<file path="config.mk">
export PLATFORM = sky130hd
export DESIGN_NAME = tilt_compensated_brake_detector
export DESIGN_NICKNAME = d
export VERILOG_FILES = /design/src/rtl/tcbd_pkg.sv /design/src/rtl/tilt_compensated_brake_detector.sv /design/src/rtl/tcbd_divider.sv /design/src/rtl/tcbd_sequencer.sv /design/src/rtl/tcbd_datapath.sv
export SDC_FILE = /design/constraint.sdc
export NUM_CORES = 1
export LEC_CHECK = 0
export ABC_AREA = 1
export BUFFER_PORTS_ARGS = -buffer_cell sky130_fd_sc_hd__buf_2
export CORE_AREA = 2 2 225 227
export DETAILED_ROUTE_END_ITERATION = 6
export DIE_AREA = 0 0 227 229
export GPL_TIMING_DRIVEN = 0
export PLACE_DENSITY = 0.59
export SYNTH_ARGS = -nofsm -noshare
export SYNTH_HDL_FRONTEND = slang
export SYNTH_SLANG_ARGS = --single-unit
export TNS_END_PERCENT = 20
</file>
<file path="constraint.sdc">
create_clock -name clock -period 9.4 [get_ports clock]
set_input_delay 1.41 -clock clock [delete_from_list [all_inputs] [get_ports clock]]
set_output_delay 1.41 -clock clock [all_outputs]
set_load 0.05 [all_outputs]
</file>
<file path="src/rtl/tcbd_pkg.sv">
// Shared types, constants, conversion helpers and the control store of the
// tilt-compensated brake detector. No dependencies.
`default_nettype none
package tcbd_pkg;

   localparam int SAMPLE_BITS = 16;
   localparam int CNT_BITS    = $clog2(SAMPLE_BITS + 1);
   localparam int MAG_BITS    = (SAMPLE_BITS + 1 > 15) ? SAMPLE_BITS + 1 : 15;
   localparam int STEP_BITS   = 5;

   localparam logic [1:0] CSR_THRESHOLD      = 2'd0;
   localparam logic [1:0] CSR_SAMPLE_DIVISOR = 2'd1;
   localparam logic [1:0] CSR_PITCH_DIVISOR  = 2'd2;

   localparam logic [STEP_BITS-1:0] STEP_COMPENSATE = STEP_BITS'(9);
   localparam logic [STEP_BITS-1:0] STEP_RATIO_MUL  = STEP_BITS'(13);

   typedef struct packed {
      logic signed [15:0] accel_x;
      logic signed [15:0] accel_z;
      logic               refresh_pitch;
   } req_type;

   typedef struct packed {
      logic               light_on;
      logic signed [15:0] smoothed_z;
   } rsp_type;

   typedef struct packed {
      logic [14:0] detect_threshold;
      logic [6:0]  sample_divisor;
      logic [6:0]  pitch_divisor;
   } cfg_type;

   typedef enum logic [3:0] {
      OP_NONE,
      OP_DIV,
      OP_MULQ,
      OP_ADDQ,
      OP_SUBZ,
      OP_CLRR,
      OP_MOVQR,
      OP_MULRU,
      OP_SUBU,
      OP_EMIT
   } op_type;

   typedef enum logic [2:0] {
      SRC_PX,
      SRC_PZ,
      SRC_FZ,
      SRC_X,
      SRC_Z,
      SRC_U
   } src_type;

   typedef enum logic [1:0] {
      DVS_PITCH,
      DVS_SAMPLE,
      DVS_PX
   } dvs_type;

   typedef enum logic [1:0] {
      DST_PX,
      DST_PZ,
      DST_FZ
   } dst_type;

   typedef enum logic [2:0] {
      BR_NEXT,
      BR_NOREF,
      BR_WAIT,
      BR_PXZERO,
      BR_DONE
   } br_type;

   typedef struct packed {
      op_type                 op;
      src_type                src;
      dvs_type                dvs;
      dst_type                dst;
      br_type                 br;
      logic [STEP_BITS-1:0]   target;
   } ctrl_type;

   typedef struct packed {
      logic refresh;
      logic px_zero;
      logic div_done;
      logic out_free;
   } status_type;

   typedef struct packed {
      logic                          start;
      logic signed [SAMPLE_BITS-1:0] dividend;
      logic signed [SAMPLE_BITS:0]   divisor;
   } div_req_type;

   typedef struct packed {
      logic                          done;
      logic signed [SAMPLE_BITS-1:0] quotient;
   } div_rsp_type;

   function automatic logic signed [SAMPLE_BITS-1:0] from16(logic signed [15:0] v);
      logic signed [63:0] e;
      e = 64'(v);
      return e[SAMPLE_BITS-1:0];
   endfunction

   function automatic logic signed [15:0] to16(logic signed [SAMPLE_BITS-1:0] v);
      logic signed [63:0] e;
      e = 64'(v);
      return e[15:0];
   endfunction

   function automatic ctrl_type cw(op_type op, src_type src, dvs_type dvs, dst_type dst,
                                   br_type br, logic [STEP_BITS-1:0] target);
      ctrl_type c;
      c.op     = op;
      c.src    = src;
      c.dvs    = dvs;
      c.dst    = dst;
      c.br     = br;
      c.target = target;
      return c;
   endfunction

   function automatic ctrl_type microcode(logic [STEP_BITS-1:0] pc);
      ctrl_type c;
      case (pc)
         5'd0:    c = cw(OP_NONE,  SRC_PX, DVS_PITCH,  DST_PX, BR_NOREF,  STEP_COMPENSATE);
         5'd1:    c = cw(OP_DIV,   SRC_PX, DVS_PITCH,  DST_PX, BR_NEXT,   '0);
         5'd2:    c = cw(OP_MULQ,  SRC_PX, DVS_PITCH,  DST_PX, BR_WAIT,   '0);
         5'd3:    c = cw(OP_DIV,   SRC_X,  DVS_PITCH,  DST_PX, BR_NEXT,   '0);
         5'd4:    c = cw(OP_ADDQ,  SRC_X,  DVS_PITCH,  DST_PX, BR_WAIT,   '0);
         5'd5:    c = cw(OP_DIV,   SRC_PZ, DVS_PITCH,  DST_PZ, BR_NEXT,   '0);
         5'd6:    c = cw(OP_MULQ,  SRC_PZ, DVS_PITCH,  DST_PZ, BR_WAIT,   '0);
         5'd7:    c = cw(OP_DIV,   SRC_Z,  DVS_PITCH,  DST_PZ, BR_NEXT,   '0);
         5'd8:    c = cw(OP_ADDQ,  SRC_Z,  DVS_PITCH,  DST_PZ, BR_WAIT,   '0);
         5'd9:    c = cw(OP_SUBZ,  SRC_Z,  DVS_PX,     DST_FZ, BR_NEXT,   '0);
         5'd10:   c = cw(OP_CLRR,  SRC_PZ, DVS_PX,     DST_FZ, BR_PXZERO, STEP_RATIO_MUL);
         5'd11:   c = cw(OP_DIV,   SRC_PZ, DVS_PX,     DST_FZ, BR_NEXT,   '0);
         5'd12:   c = cw(OP_MOVQR, SRC_PZ, DVS_PX,     DST_FZ, BR_WAIT,   '0);
         5'd13:   c = cw(OP_MULRU, SRC_U,  DVS_SAMPLE, DST_FZ, BR_NEXT,   '0);
         5'd14:   c = cw(OP_SUBU,  SRC_U,  DVS_SAMPLE, DST_FZ, BR_NEXT,   '0);
         5'd15:   c = cw(OP_DIV,   SRC_FZ, DVS_SAMPLE, DST_FZ, BR_NEXT,   '0);
         5'd16:   c = cw(OP_MULQ,  SRC_FZ, DVS_SAMPLE, DST_FZ, BR_WAIT,   '0);
         5'd17:   c = cw(OP_DIV,   SRC_U,  DVS_SAMPLE, DST_FZ, BR_NEXT,   '0);
         5'd18:   c = cw(OP_ADDQ,  SRC_U,  DVS_SAMPLE, DST_FZ, BR_WAIT,   '0);
         5'd19:   c = cw(OP_EMIT,  SRC_FZ, DVS_SAMPLE, DST_FZ, BR_DONE,   '0);
         default: c = cw(OP_NONE,  SRC_FZ, DVS_SAMPLE, DST_FZ, BR_DONE,   '0);
      endcase
      return c;
   endfunction

endpackage
`default_nettype wire

</file>
<file path="src/rtl/tilt_compensated_brake_detector.sv">
// Top level of the tilt-compensated brake detector: configuration registers,
// sequencer, datapath and divider. Depends on tcbd_pkg and the tcbd_* modules.
//
// Usage: present an accelerometer sample on req_data with req_valid; it is
// taken when req_ready is high. One result item leaves on rsp_data with
// rsp_valid and is held until rsp_ready. Items are processed one at a time
// by a microcoded step sequence around a shared one-bit-per-cycle divider.
// An item takes three divisions without a pitch refresh and seven with one
// (one division fewer when the x pitch is zero). A new item is accepted
// only after the previous result has been loaded into the output register
// and the sequencer has returned to idle.
// A finished result waits in the output register; if the receiver stalls,
// the block finishes the next item and then holds it at its last step.
// Configuration writes on csr_* are always accepted and must be issued while
// the block is idle. Synchronous reset clears the pitch and filter state,
// empties the output register and loads threshold 2000, sample divisor 8
// and pitch divisor 16.
`default_nettype none
module tilt_compensated_brake_detector (
   input  wire               clock,
   input  wire               reset,
   input  wire               req_valid,
   output logic              req_ready,
   input  tcbd_pkg::req_type req_data,
   output logic              rsp_valid,
   input  wire               rsp_ready,
   output tcbd_pkg::rsp_type rsp_data,
   input  wire               csr_valid,
   output logic              csr_ready,
   input  wire  [1:0]        csr_index,
   input  wire  [14:0]       csr_data
);
   import tcbd_pkg::*;

   cfg_type     cfg_ff, cfg_in;
   ctrl_type    ctrl;
   status_type  status;
   div_req_type div_req;
   div_rsp_type div_rsp;
   logic        exec, busy, accept;
   logic        refresh, px_zero, out_free;

   assign csr_ready = 1'b1;
   assign req_ready = !busy;
   assign accept    = req_valid && !busy;

   always_comb begin
      cfg_in = cfg_ff;
      if (csr_valid) begin
         case (csr_index)
            CSR_THRESHOLD:      cfg_in.detect_threshold = csr_data;
            CSR_SAMPLE_DIVISOR: cfg_in.sample_divisor   = csr_data[6:0];
            CSR_PITCH_DIVISOR:  cfg_in.pitch_divisor    = csr_data[6:0];
            default: ;
         endcase
      end
   end

   always_ff @(posedge clock) begin
      if (reset) begin
         cfg_ff.detect_threshold <= 15'd2000;
         cfg_ff.sample_divisor   <= 7'd8;
         cfg_ff.pitch_divisor    <= 7'd16;
      end else begin
         cfg_ff <= cfg_in;
      end
   end

   assign status.refresh  = refresh;
   assign status.px_zero  = px_zero;
   assign status.div_done = div_rsp.done;
   assign status.out_free = out_free;

   tcbd_sequencer u_sequencer (
      .clock  (clock),
      .reset  (reset),
      .start  (accept),
      .status (status),
      .ctrl   (ctrl),
      .exec   (exec),
      .busy   (busy)
   );

   tcbd_datapath u_datapath (
      .clock     (clock),
      .reset     (reset),
      .load      (accept),
      .req_data  (req_data),
      .cfg       (cfg_ff),
      .ctrl      (ctrl),
      .exec      (exec),
      .div_rsp   (div_rsp),
      .div_req   (div_req),
      .refresh   (refresh),
      .px_zero   (px_zero),
      .out_free  (out_free),
      .rsp_valid (rsp_valid),
      .rsp_ready (rsp_ready),
      .rsp_data  (rsp_data)
   );

   tcbd_divider u_divider (
      .clock   (clock),
      .reset   (reset),
      .div_req (div_req),
      .div_rsp (div_rsp)
   );

endmodule
`default_nettype wire

</file>
<file path="src/rtl/tcbd_divider.sv">
// Shared signed divider, one quotient bit per cycle, truncating toward zero.
// Depends on tcbd_pkg.
`default_nettype none
module tcbd_divider (
   input  wire                  clock,
   input  wire                  reset,
   input  tcbd_pkg::div_req_type div_req,
   output tcbd_pkg::div_rsp_type div_rsp
);
   import tcbd_pkg::*;

   localparam int W = SAMPLE_BITS;

   logic                busy_ff, busy_in;
   logic                done_ff, done_in;
   logic [CNT_BITS-1:0] cnt_ff, cnt_in;
   logic [W:0]          rem_ff, rem_in;
   logic [W-1:0]        quo_ff, quo_in;
   logic [W-1:0]        dvs_ff, dvs_in;
   logic                neg_ff, neg_in;
   logic signed [W-1:0] q_ff, q_in;

   logic signed [W:0]   a_ext, a_abs, b_abs;
   logic [W:0]          rem_sh;
   logic                ge;

   always_comb begin
      a_ext  = {div_req.dividend[W-1], div_req.dividend};
      a_abs  = a_ext[W] ? -a_ext : a_ext;
      b_abs  = div_req.divisor[W] ? -div_req.divisor : div_req.divisor;
      rem_sh = {rem_ff[W-1:0], quo_ff[W-1]};
      ge     = (rem_sh >= {1'b0, dvs_ff});

      busy_in = busy_ff;
      done_in = 1'b0;
      cnt_in  = cnt_ff;
      rem_in  = rem_ff;
      quo_in  = quo_ff;
      dvs_in  = dvs_ff;
      neg_in  = neg_ff;
      q_in    = q_ff;

      if (!busy_ff) begin
         if (div_req.start) begin
            busy_in = 1'b1;
            cnt_in  = CNT_BITS'(W);
            rem_in  = '0;
            quo_in  = a_abs[W-1:0];
            dvs_in  = b_abs[W-1:0];
            neg_in  = a_ext[W] ^ div_req.divisor[W];
         end
      end else begin
         rem_in = ge ? rem_sh - {1'b0, dvs_ff} : rem_sh;
         quo_in = {quo_ff[W-2:0], ge};
         cnt_in = cnt_ff - 1'b1;
         if (cnt_ff == CNT_BITS'(1)) begin
            busy_in = 1'b0;
            done_in = 1'b1;
            q_in    = neg_ff ? -quo_in : quo_in;
         end
      end
   end

   always_ff @(posedge clock) begin
      if (reset) begin
         busy_ff <= 1'b0;
         done_ff <= 1'b0;
      end else begin
         busy_ff <= busy_in;
         done_ff <= done_in;
      end
      cnt_ff <= cnt_in;
      rem_ff <= rem_in;
      quo_ff <= quo_in;
      dvs_ff <= dvs_in;
      neg_ff <= neg_in;
      q_ff   <= q_in;
   end

   assign div_rsp.done     = done_ff;
   assign div_rsp.quotient = q_ff;

endmodule
`default_nettype wire

</file>
<file path="src/rtl/tcbd_sequencer.sv">
// Step counter and control store: fetches one control word per step and
// resolves branches and waits. Depends on tcbd_pkg.
`default_nettype none
module tcbd_sequencer (
   input  wire                  clock,
   input  wire                  reset,
   input  wire                  start,
   input  tcbd_pkg::status_type status,
   output tcbd_pkg::ctrl_type   ctrl,
   output logic                 exec,
   output logic                 busy
);
   import tcbd_pkg::*;

   logic                 busy_ff, busy_in;
   logic [STEP_BITS-1:0] pc_ff, pc_in;

   always_comb begin
      ctrl    = microcode(pc_ff);
      exec    = 1'b0;
      busy_in = busy_ff;
      pc_in   = pc_ff;
      if (!busy_ff) begin
         if (start) begin
            busy_in = 1'b1;
            pc_in   = '0;
         end
      end else begin
         case (ctrl.br)
            BR_NEXT: begin
               exec  = 1'b1;
               pc_in = pc_ff + 1'b1;
            end
            BR_NOREF: begin
               exec  = 1'b1;
               pc_in = status.refresh ? pc_ff + 1'b1 : ctrl.target;
            end
            BR_PXZERO: begin
               exec  = 1'b1;
               pc_in = status.px_zero ? ctrl.target : pc_ff + 1'b1;
            end
            BR_WAIT: begin
               if (status.div_done) begin
                  exec  = 1'b1;
                  pc_in = pc_ff + 1'b1;
               end
            end
            BR_DONE: begin
               if (status.out_free) begin
                  exec    = 1'b1;
                  busy_in = 1'b0;
               end
            end
            default: busy_in = 1'b0;
         endcase
      end
   end

   always_ff @(posedge clock) begin
      if (reset) begin
         busy_ff <= 1'b0;
         pc_ff   <= '0;
      end else begin
         busy_ff <= busy_in;
         pc_ff   <= pc_in;
      end
   end

   assign busy = busy_ff;

endmodule
`default_nettype wire

</file>
<file path="src/rtl/tcbd_datapath.sv">
// Register file, multiplier, adder and output register driven by the
// control word. Depends on tcbd_pkg.
`default_nettype none
module tcbd_datapath (
   input  wire                   clock,
   input  wire                   reset,
   input  wire                   load,
   input  tcbd_pkg::req_type     req_data,
   input  tcbd_pkg::cfg_type     cfg,
   input  tcbd_pkg::ctrl_type    ctrl,
   input  wire                   exec,
   input  tcbd_pkg::div_rsp_type div_rsp,
   output tcbd_pkg::div_req_type div_req,
   output logic                  refresh,
   output logic                  px_zero,
   output logic                  out_free,
   output logic                  rsp_valid,
   input  wire                   rsp_ready,
   output tcbd_pkg::rsp_type     rsp_data
);
   import tcbd_pkg::*;

   localparam int W = SAMPLE_BITS;

   logic signed [W-1:0] xs_ff, xs_in, zs_ff, zs_in;
   logic                ref_ff, ref_in;
   logic signed [W-1:0] px_ff, px_in, pz_ff, pz_in, fz_ff, fz_in;
   logic signed [W-1:0] t_ff, t_in, u_ff, u_in, r_ff, r_in;
   logic                rsp_valid_ff, rsp_valid_in;
   rsp_type             rsp_ff, rsp_in;

   logic [6:0]          d_raw, d_eff, dm1;
   logic [W-1:0]        mul_a, mul_b;
   logic [2*W-1:0]      prod;
   logic signed [W-1:0] sum;
   logic signed [MAG_BITS-1:0] fz_ext, mag;

   always_comb begin
      d_raw = (ctrl.dvs == DVS_SAMPLE) ? cfg.sample_divisor : cfg.pitch_divisor;
      d_eff = (d_raw == 7'd0) ? 7'd1 : d_raw;
      dm1   = d_eff - 7'd1;

      div_req.start = exec && (ctrl.op == OP_DIV);
      case (ctrl.src)
         SRC_PX:  div_req.dividend = px_ff;
         SRC_PZ:  div_req.dividend = pz_ff;
         SRC_FZ:  div_req.dividend = fz_ff;
         SRC_X:   div_req.dividend = xs_ff;
         SRC_Z:   div_req.dividend = zs_ff;
         default: div_req.dividend = u_ff;
      endcase
      if (ctrl.dvs == DVS_PX) begin
         div_req.divisor = {px_ff[W-1], px_ff};
      end else begin
         div_req.divisor = {{(W-6){1'b0}}, d_eff};
      end

      if (ctrl.op == OP_MULRU) begin
         mul_a = r_ff;
         mul_b = u_ff;
      end else begin
         mul_a = div_rsp.quotient;
         mul_b = W'(dm1);
      end
      prod = mul_a * mul_b;
      sum  = t_ff + div_rsp.quotient;

      fz_ext = MAG_BITS'(fz_ff);
      mag    = fz_ext[MAG_BITS-1] ? -fz_ext : fz_ext;

      xs_in        = xs_ff;
      zs_in        = zs_ff;
      ref_in       = ref_ff;
      px_in        = px_ff;
      pz_in        = pz_ff;
      fz_in        = fz_ff;
      t_in         = t_ff;
      u_in         = u_ff;
      r_in         = r_ff;
      rsp_in       = rsp_ff;
      rsp_valid_in = rsp_valid_ff && !rsp_ready;

      if (load) begin
         xs_in  = from16(req_data.accel_x);
         zs_in  = from16(req_data.accel_z);
         ref_in = req_data.refresh_pitch;
      end

      if (exec) begin
         case (ctrl.op)
            OP_MULQ, OP_MULRU: t_in = prod[W-1:0];
            OP_ADDQ: begin
               case (ctrl.dst)
                  DST_PX:  px_in = sum;
                  DST_PZ:  pz_in = sum;
                  default: fz_in = sum;
               endcase
            end
            OP_SUBZ:  u_in = zs_ff - pz_ff;
            OP_CLRR:  r_in = '0;
            OP_MOVQR: r_in = div_rsp.quotient;
            OP_SUBU:  u_in = u_ff - t_ff;
            OP_EMIT: begin
               rsp_in.light_on   = ($unsigned(mag) > MAG_BITS'(cfg.detect_threshold));
               rsp_in.smoothed_z = to16(fz_ff);
               rsp_valid_in      = 1'b1;
            end
            default: ;
         endcase
      end
   end

   always_ff @(posedge clock) begin
      if (reset) begin
         px_ff        <= '0;
         pz_ff        <= '0;
         fz_ff        <= '0;
         rsp_valid_ff <= 1'b0;
      end else begin
         px_ff        <= px_in;
         pz_ff        <= pz_in;
         fz_ff        <= fz_in;
         rsp_valid_ff <= rsp_valid_in;
      end
      xs_ff  <= xs_in;
      zs_ff  <= zs_in;
      ref_ff <= ref_in;
      t_ff   <= t_in;
      u_ff   <= u_in;
      r_ff   <= r_in;
      rsp_ff <= rsp_in;
   end

   assign refresh   = ref_ff;
   assign px_zero   = (px_ff == '0);
   assign out_free  = !rsp_valid_ff || rsp_ready;
   assign rsp_valid = rsp_valid_ff;
   assign rsp_data  = rsp_ff;

endmodule
`default_nettype wire
</file>
**Word level (Yosys, flattened, before mapping)**

Memory sizes are Yosys's and may differ from the RTL's. A register that Yosys moved wholly into a read port is not among the register bits.
Index checks and enable logic that the tools add are counted.

- Add/sub/neg operators: 11
- $mul: 1
- $lt $le $gt $ge: 2
- Eq/ne operators: 25
- Multiplexer cells: 41
- Bitwise gates (word level): 3
- Reduce and logical (&&, ||, !) cells: 35

Operators with widths:

| kind | number |
|---|---|
| 2-to-1 mux 16 bit | 10 |
| one-hot mux 16 bit (5 select lines) | 1 |
| one-hot mux 16 bit (2 select lines) | 2 |
| negation 16 bit | 3 |
| subtractor 16 bit | 3 |
| 2-to-1 mux 5 bit | 9 |
| 2-to-1 mux 17 bit | 2 |
| one-hot mux 5 bit (4 select lines) | 1 |
| AND reduction 2 bit | 9 |
| greater-or-equal comparator 17 x 16 -> 1 bit | 1 |
| greater-than comparator 17 x 15 -> 1 bit | 1 |
| negation 16 -> 17 bit | 1 |
| adder 16 bit | 1 |
| == test 4 x 3 -> 1 bit, second input constant | 4 |
| logical NOT 16 bit | 1 |
| multiplier 16 x 16 -> 16 bit | 1 |
| 2-to-1 mux 7 bit | 2 |
| == test 3 x 2 -> 1 bit, second input constant | 4 |
| 2-to-1 mux 1 bit | 12 |
| AND reduction 3 bit | 4 |
| == test 4 x 2 -> 1 bit, second input constant | 2 |
| == test 4 bit, second input constant | 2 |
| nonzero test 2 bit | 4 |
| logical NOT 7 bit | 1 |
| other kinds (23) | 37 |

- Bits in registers: 254
- Bits in read-only memories: 544
- Input port bits: 55
- Output and inout bits: 20
- Logic and storage cells: 144
- Memories kept: 1

Memory list:

| name | depth | bits a word | read ports | clocked after memory_dff | write ports | line | text |
|---|---|---|---|---|---|---|---|
| (no name shown) | 32 | 17 | 1 | 1 | 0 | tcbd_pkg.sv:130 | `case (pc)` |

**Depth between registers and ports, before layout**

Gate-level depths: netlist of run 1.

- Depth after elaboration: 8
- Mapped depth: 46
- Mapped depth without buffers: 45

**Modules after synthesis**

A second synthesis of run 1 with hierarchy kept.

- Cell total of the unflattened synthesis: 2642
- Area, all modules: 20798.7 µm²

By module, submodules not included:

| module | times used | cells each | area an instance (µm²) | sequential area each (µm²) |
|---|---|---|---|---|
| tcbd_datapath | 1 | 1725 | 13497.9 | 3923.8 |
| tcbd_divider | 1 | 564 | 4802.1 | 2142.1 |
| tilt_compensated_brake_detector | 1 | 180 | 1270.0 | 580.6 |
| tcbd_sequencer | 1 | 173 | 1228.7 | 420.4 |

**Worst setup path before layout of run 1**

Ideal clock, no wire load.

- Path kind: reg2reg
- From: register u_sequencer.ctrl[11] (netlist name)
- To: register u_datapath.t_ff[15], data pin
- Library setup time: 249 ps
- Arrival: 6586 ps
- Data required time: 9151 ps
- Path slack: 2564 ps
- Cell stages (with the launch flop): 43
- Period minus slack after synthesis: 6836 ps
- Cell sequence: dfxtp_1 inv_2 nand2_1 buf_4 nand2_1 o21ai_2 nand2_1 nor2_1 nand2_1 nand2_2 inv_1 ha_1 or2_1 nand3_1 nand2_2 inv_1 clkbuf_1 nand2_1 [7 not listed] fa_1 inv_1 ha_1 a21oi_1 o21ai_0 a21oi_1 o21ai_0 nand2_1 inv_1 or2_2 nand2_1 nand2_1 nand3_1 nand2_1 inv_1 nand3_1 nand2_1 inv_1

- Word-level cells in the longest chain between the ends: 7

RTL lines:

| what | line | text |
|---|---|---|
| == test 2 x 1 -> 1 bit (*) | tcbd_datapath.sv:39 | `d_raw = (ctrl.dvs == DVS_SAMPLE) ? cfg.sample_divisor : cfg.pitch_divisor;` |
| 2-to-1 mux 7 bit (*) | tcbd_datapath.sv:39 |  |
| logical NOT 7 bit | tcbd_datapath.sv:40 | `d_eff = (d_raw == 7'd0) ? 7'd1 : d_raw;` |
| 2-to-1 mux 7 bit (*) | tcbd_datapath.sv:40 |  |
| subtractor 7 x 1 -> 7 bit (*) | tcbd_datapath.sv:41 | `dm1 = d_eff - 7'd1;` |
| 2-to-1 mux 16 bit (*) | tcbd_datapath.sv:58 | `if (ctrl.op == OP_MULRU) begin` |
| multiplier 16 x 16 -> 16 bit (*) | tcbd_datapath.sv:65 | `prod = mul_a * mul_b;` |
| named net u_datapath.prod[15] | tcbd_datapath.sv:34 | `logic [2*W-1:0] prod;` |
| to (signal assigned) | tcbd_datapath.sv:128 | `t_ff <= t_in;` |
| to (decl) | tcbd_datapath.sv:28 | `logic signed [W-1:0] t_ff, t_in, u_ff, u_in, r_ff, r_in;` |

The timed path passes the listed nets; every way through them passes the cells marked *.
A chain may end at the register's enable or synchronous reset.

**Final worst setup path of run 1**

- From: register u_sequencer.ctrl[11] (netlist name)
- To: register u_datapath.t_ff[15], data pin

- Word-level cells in the longest chain between the ends: 7

RTL lines:

| what | line |
|---|---|
| == test 2 x 1 -> 1 bit (*) | tcbd_datapath.sv:39 |
| 2-to-1 mux 7 bit (*) | tcbd_datapath.sv:39 |
| logical NOT 7 bit | tcbd_datapath.sv:40 |
| 2-to-1 mux 7 bit (*) | tcbd_datapath.sv:40 |
| subtractor 7 x 1 -> 7 bit (*) | tcbd_datapath.sv:41 |
| 2-to-1 mux 16 bit (*) | tcbd_datapath.sv:58 |
| multiplier 16 x 16 -> 16 bit (*) | tcbd_datapath.sv:65 |
| named net u_datapath.prod[15] | tcbd_datapath.sv:34 |

Marked as above.

==> results of run 1 <==
## cell usage after synthesis, types with 19 or more instances
master | n | area, sq um
nand3_1 | 109 | 546
ha_1 | 139 | 1740
o21ai_1 | 21 | 105
o21ai_0 | 180 | 901
inv_1 | 454 | 1700
nand2_1 | 441 | 1660
a21oi_1 | 166 | 831
dfxtp_1 | 101 | 2020
nor2_1 | 208 | 781
edfxtp_1 | 168 | 5040
nor3_1 | 19 | 95.1
nand4_1 | 22 | 138
fa_1 | 84 | 1680
xor2_1 | 56 | 490
o211ai_1 | 21 | 158
clkbuf_1 | 33 | 124
xnor2_1 | 36 | 315
## worst min path at each step
stage / start / to / slack, ns / depth (start not counted)
floorplan: u_datapath.fz_ff[15] / u_datapath.rsp_data[15] / 0.41 / 0
global placement: u_datapath.fz_ff[15] / u_datapath.rsp_data[15] / 0.42 / 0
detailed placement: u_datapath.fz_ff[15] / u_datapath.rsp_data[15] / 0.42 / 0
CTS: u_datapath.fz_ff[15] / u_datapath.rsp_data[15] / 0.43 / 0
global route: u_datapath.fz_ff[0] / u_datapath.rsp_data[0] / 0.44 / 0
finish: u_datapath.fz_ff[15] / u_datapath.rsp_data[15] / 0.43 / 0
## stage by stage
step	hold WS [ns]	instance area (sq um)	util, %
global placement	0.419	20800	41.9
global route	0.442	21900	44.0
detailed placement	0.418	20800	41.9
floorplan	0.406	19600	-
finish	0.432	21900	44.0
CTS	0.433	21900	44.0
## state kept, by name, indices dropped and copies added, names as in the netlist, 5 cells and up
register and flops:
u_divider.cnt_ff 5, u_datapath.r_ff 16, u_sequencer.pc_ff 5, u_datapath.xs_ff 16
u_divider.q_ff 16, u_divider.quo_ff 16, u_divider.rem_ff 16, u_datapath.t_ff 16
u_datapath.px_ff 16, u_datapath.fz_ff 16, u_datapath.pz_ff 16, u_datapath.u_ff 16
u_divider.dvs_ff 16, u_sequencer.ctrl 15, u_datapath.zs_ff 16, u_datapath.rsp_data 17
cfg_ff 29
## worst reg2reg max path, delay by kind of cell (launching register included)
family | cells | cell delay [ns]
adders and majority gates | 8 | 3.46
and+or+nand+nor | 18 | 2.31
buffers and inverters | 11 | 1.20
AOI/OAI and AO/OA | 5 | 0.74
DFF | 1 | 0.44
## power by group
group | internal, uW | switching (uW)
Sequential | 1370 | 41.2
Combinational | 500 | 875
Clock | 707 | 511
Total | 2570 | 1430
## layer usage
metal / part of all wire (%) / GRT usage [%] / vias to the layer above
met5: 0 / 0 / -
met4: 2.6 / 5.60 / 0
met3: 5.8 / 2.45 / 84
met2: 45 / 36.8 / 524
met1: 47 / 34.7 / 7989
li1: - / - / 8163
## layout make-up
class / count / share of cell area (%)
multi-input combinational: 1641 / 48.2
sequential: 269 / 32.3
inverter: 468 / 8.04
clock buffer: 42 / 4.36
tap: 672 / 3.85
timing repair buffer: 74 / 1.72
buffer: 53 / 1.09
clock inverter: 14 / 0.389
## kinds of logic after synthesis
| family | after synthesis | synth area share, % |
|---|---|---|
| AND/OR/NAND/NOR | 849 | 18.4 |
| adder cells (fa/ha/maj) | 223 | 17.5 |
| buffers and inverters | 521 | 10.2 |
| multiplexers | 2 | 0.102 |
| XOR/XNOR | 92 | 4.11 |
| other | 1 | 0.0191 |
| flip-flops | 269 | 36.1 |
| AO/OA/AOI/OAI | 474 | 13.6 |
==> results.json, run 1 <==
{
  "status": "complete, no violations",
  "die_area_sq_um": 52000,
  "die_h_microns": 229,
  "timing.final.ws_setup_ns": 0.979,
  "dp_cells": 3177,
  "cp.arrival_ns": 8.75,
  "seqCellArea_sq_um": 7070,
  "power_leakage_uw": 0.0101,
  "critPathCaptureType": "flip-flop",
  "vias": 16800,
  "synth_area_per_cell_sq_um": 8.06,
  "crit_start": "u_sequencer.ctrl[11]",
  "root_buffer": "clkbuf_16",
  "fin_crit_ns": 8.42,
  "maxCapViolations": 0,
  "grt_overflow": 0,
  "total_power_uw": 4000,
  "critPathMaxFanout": 10,
  "cts_setup_buffers": 0,
  "worst-r2r-cell-count": 42,
  "grt_pass1_wl_microns": 93800,
  "drive_gt1_share_pct": 7.73,
  "layout.nets": 2815,
  "cts_tree": "done",
  "p_per_area_nw_per_um2": 183,
  "rr_endpoint": "u_datapath.t_ff[15]",
  "syn-num-nets": 2709,
  "drt-total-wl_microns": 60000,
  "max_stage_delay_ns": 0.56,
  "stdcell_count": 3233,
  "ys_warn_count": 0,
  "drtIter0Drc": 1421,
  "synth_cells": 2431,
  "cts_resized": 0,
  "finalMaxSlewViolations": 0,
  "vias_per_cell": 5.18,
  "rsz0062_at_grt": "no",
  "fillers": 4989,
  "clock_sinks": 269,
  "drt.antenna.violating_nets": 0,
  "maxSlewHeadroom_pct": 16.9,
  "cp_top_family": "adder cells",
  "finalSetupViolations": 0,
  "synth-edff-count": 168,
  "synth_cell_types": 60,
  "clk_path_buf_depth": 3,
  "initial_utilization_pct": 39.4,
  "crit_type": "flip-flop to flip-flop",
  "path_clk_slew_ns": 0.07,
  "clock.fmax_mhz": 119,
  "core_sq_um": 49700,
  "num_antenna_cells": 0,
  "worstSkewPairLatency_ns": 0.59,
  "peakVddDrop_mv": 0.162,
  "crit_end": "u_datapath.t_ff[15]",
  "cp_num_buf_inv": 11,
  "ctsHoldBuffers": 0,
  "final_cell_mix": "inv_1, nand2_1, nor2_1",
  "cp.required_ns": 9.73,
  "cts_max_level": 1,
  "ff2ff_setup_slack_ns": 0.98,
  "port-buffer-count": 72,
  "gp_congestion": 1.02,
  "dp_hpwl_microns": 48600,
  "path_common_cell": "nand2_1",
  "syn_area_sq_um": 19600,
  "grt_max_degree": 39,
  "grt_antenna_before_repair": 1,
  "ios": 75,
  "startpoint_type": "flip-flop",
  "dr.pass1.iters": 5,
  "slowest_stage": "fa_1",
  "cp.depth": 42,
  "area_growth_pct": 11.6,
  "ys_ff_latch": 269,
  "dp_slack_ns": 1.09,
  "multiInputGateArea_sq_um": 10500,
  "r2r-start": "u_sequencer.ctrl[11]",
  "drc": 0,
  "final_hold_viol_count": 0,
  "tns_ns": 0,
  "grt_use_total_pct": 23.5,
  "first_global_vias": 16300,
  "die_w_microns": 227,
  "skew_ns": 0.0312,
  "cts_buffers": 30,
  "hp-class": "flip-flop to flip-flop",
  "final_common_cell": "inv_1",
  "synthArstFlopShare_pct": 0,
  "fin_crit_sh_pct": 89.6,
  "yosysSeqAreaShare_pct": 36.1,
  "synth_flop_cell": "edfxtp_1",
  "routedWlPerCell_microns": 18.5,
  "rows": 82,
  "worst_slew_pin_slew_ns": 1.24
}
(Power assumes the default switching activity.)
==> run 2, diff against run 1 <==
- GPL_TIMING_DRIVEN: 0 -> not set
- SETUP_SLACK_MARGIN: not set -> 0.05
==> run 2 against run 1 <==
Global-route usage down 0.81 points. Sequential power barely moved. Power up 0.20%. Non-clock buffer count decreased by 41. Design area down 0.58%. Critical path depth is the same. Sequential share of layout area is 0.19 points higher. Clock-buffer cell count fell by 2. Die area unchanged. Flip-flop and latch count did not move.
==> results.json, run 2 (synthesized netlist as in run 1, its figures left out) <==
{
  "status": "complete, no violations",
  "clock_sinks": 269,
  "cts_tree": "done",
  "first_global_vias": 16100,
  "vias": 16500,
  "tns_ns": 0,
  "path_common_cell": "nand2_1",
  "power_leakage_uw": 0.0100,
  "drt-total-wl_microns": 58300,
  "cts_buffers": 31,
  "area_growth_pct": 10.9,
  "rsz0062_at_grt": "no",
  "final_hold_viol_count": 0,
  "fin_crit_ns": 7.59,
  "dp_hpwl_microns": 46700,
  "die_w_microns": 227,
  "grt_antenna_before_repair": 1,
  "largest_reg_flops": 29,
  "dr.pass1.iters": 6,
  "final_util_pct": 43.8,
  "peakVddDrop_mv": 0.167,
  "finalSetupViolations": 0,
  "cp.arrival_ns": 7.96,
  "cts_resized": 0,
  "startpoint_type": "flip-flop",
  "gp_congestion": 0.998,
  "core_sq_um": 49700,
  "worstSkewPairLatency_ns": 0.62,
  "critPathMaxFanout": 11,
  "rows": 82,
  "fin_crit_sh_pct": 80.8,
  "maxSlewHeadroom_pct": 33.3,
  "cp_num_buf_inv": 9,
  "grt_use_total_pct": 22.7,
  "cp.required_ns": 9.76,
  "crit_type": "flip-flop to flip-flop",
  "layout.nets": 2775,
  "critPathCaptureType": "flip-flop",
  "cp_top_family": "adder cells",
  "maxCapViolations": 0,
  "largest_register": "cfg_ff",
  "final_cell_mix": "inv_1, nand2_1, nor2_1",
  "min-delay-start": "u_datapath.fz_ff[0]",
  "worst_slew_pin_slew_ns": 0.993,
  "cts_max_level": 1,
  "p_per_area_nw_per_um2": 184,
  "clock.fmax_mhz": 132,
  "vias_per_cell": 5.17,
  "finalMaxSlewViolations": 0,
  "grt_overflow": 0,
  "drt.antenna.violating_nets": 0,
  "hp-class": "flip-flop to flip-flop",
  "ios": 75,
  "path_clk_slew_ns": 0.08,
  "routedWlPerCell_microns": 18.3,
  "root_buffer": "clkbuf_16",
  "port-buffer-count": 73,
  "max_stage_delay_ns": 0.56,
  "grt_pass1_wl_microns": 90600,
  "die_h_microns": 229,
  "skew_ns": 0.0420,
  "num_antenna_cells": 0,
  "drtIter0Drc": 1339,
  "initial_utilization_pct": 39.4,
  "grt_max_degree": 71,
  "drive_gt1_share_pct": 7.53,
  "crit_start": "u_sequencer.ctrl[11]",
  "drc": 0,
  "clk_path_buf_depth": 3,
  "cts_setup_buffers": 0,
  "hold_slack_ns": 0.432,
  "final_common_cell": "inv_1",
  "die_area_sq_um": 52000,
  "fillers": 5036,
  "ctsHoldBuffers": 0,
  "r2r-start": "u_sequencer.ctrl[11]",
  "slowest_stage": "fa_1"
}
-- run 2: cell count changes in the layout (fill, tap and decap cells not counted), moves of 3 or more --
cell / change
clkbuf_8: -3
buf_2: -10
buf_1: -3
bufinv_16: +3
buf_4: +6
clkbuf_1: -30
-- run 2: final timing paths --
kind                            endpoint  slack, ns  cells after the start
hold / removal    u_datapath.rsp_data[0]       0.43                      0
setup / recovery     u_datapath.t_ff[15]       1.81                     42
setup reg to reg     u_datapath.t_ff[15]       1.81                     42
hold reg to reg   u_datapath.rsp_data[0]       0.43                      0
-- run 2: area by class of cell --
cell class	count	area [sq um]	area share [%]
clock inverter	18	195	0.898
sequential	269	7070	32.5
inverter	468	1760	8.08
clock buffer	40	872	4.01
multi-input combinational	1641	10500	48.5
tap	672	841	3.87
timing repair buffer	86	463	2.13
-- run 2: through the flow --
step / std cells / power (uW) / worst slack (ns) / cell area, sq um
after floorplan: 2431 / 2390 / 2.56 / 19600
after global routing: 3194 / 4280 / 1.20 / 21700
after global placement: 3136 / 2740 / 1.94 / 20700
after detailed placement: 3136 / 2760 / 1.88 / 20700
after CTS: 3194 / 4040 / 1.82 / 21700
final: 3194 / 4010 / 1.81 / 21700
-- run 2: report_power, final --
| part | internal, uW | total [uW] | leakage (uW) | switching, uW |
|---|---|---|---|---|
| Clock | 741 | 1270 | 0.000525 | 530 |
| Sequential | 1360 | 1410 | 0.00238 | 41.1 |
| Combinational | 491 | 1330 | 0.00712 | 840 |
| Total | 2600 | 4010 | 0.0100 | 1410 |
-- run 2: metal layers --
layer | global-route usage [%] | vias up | wire (microns)
li1 | - | 8082 | -
met1 | 31.4 | 7751 | 25800
met2 | 35.0 | 553 | 25500
met3 | 4.81 | 128 | 4770
met4 | 7.92 | 2 | 2260
met5 | 0 | - | 13
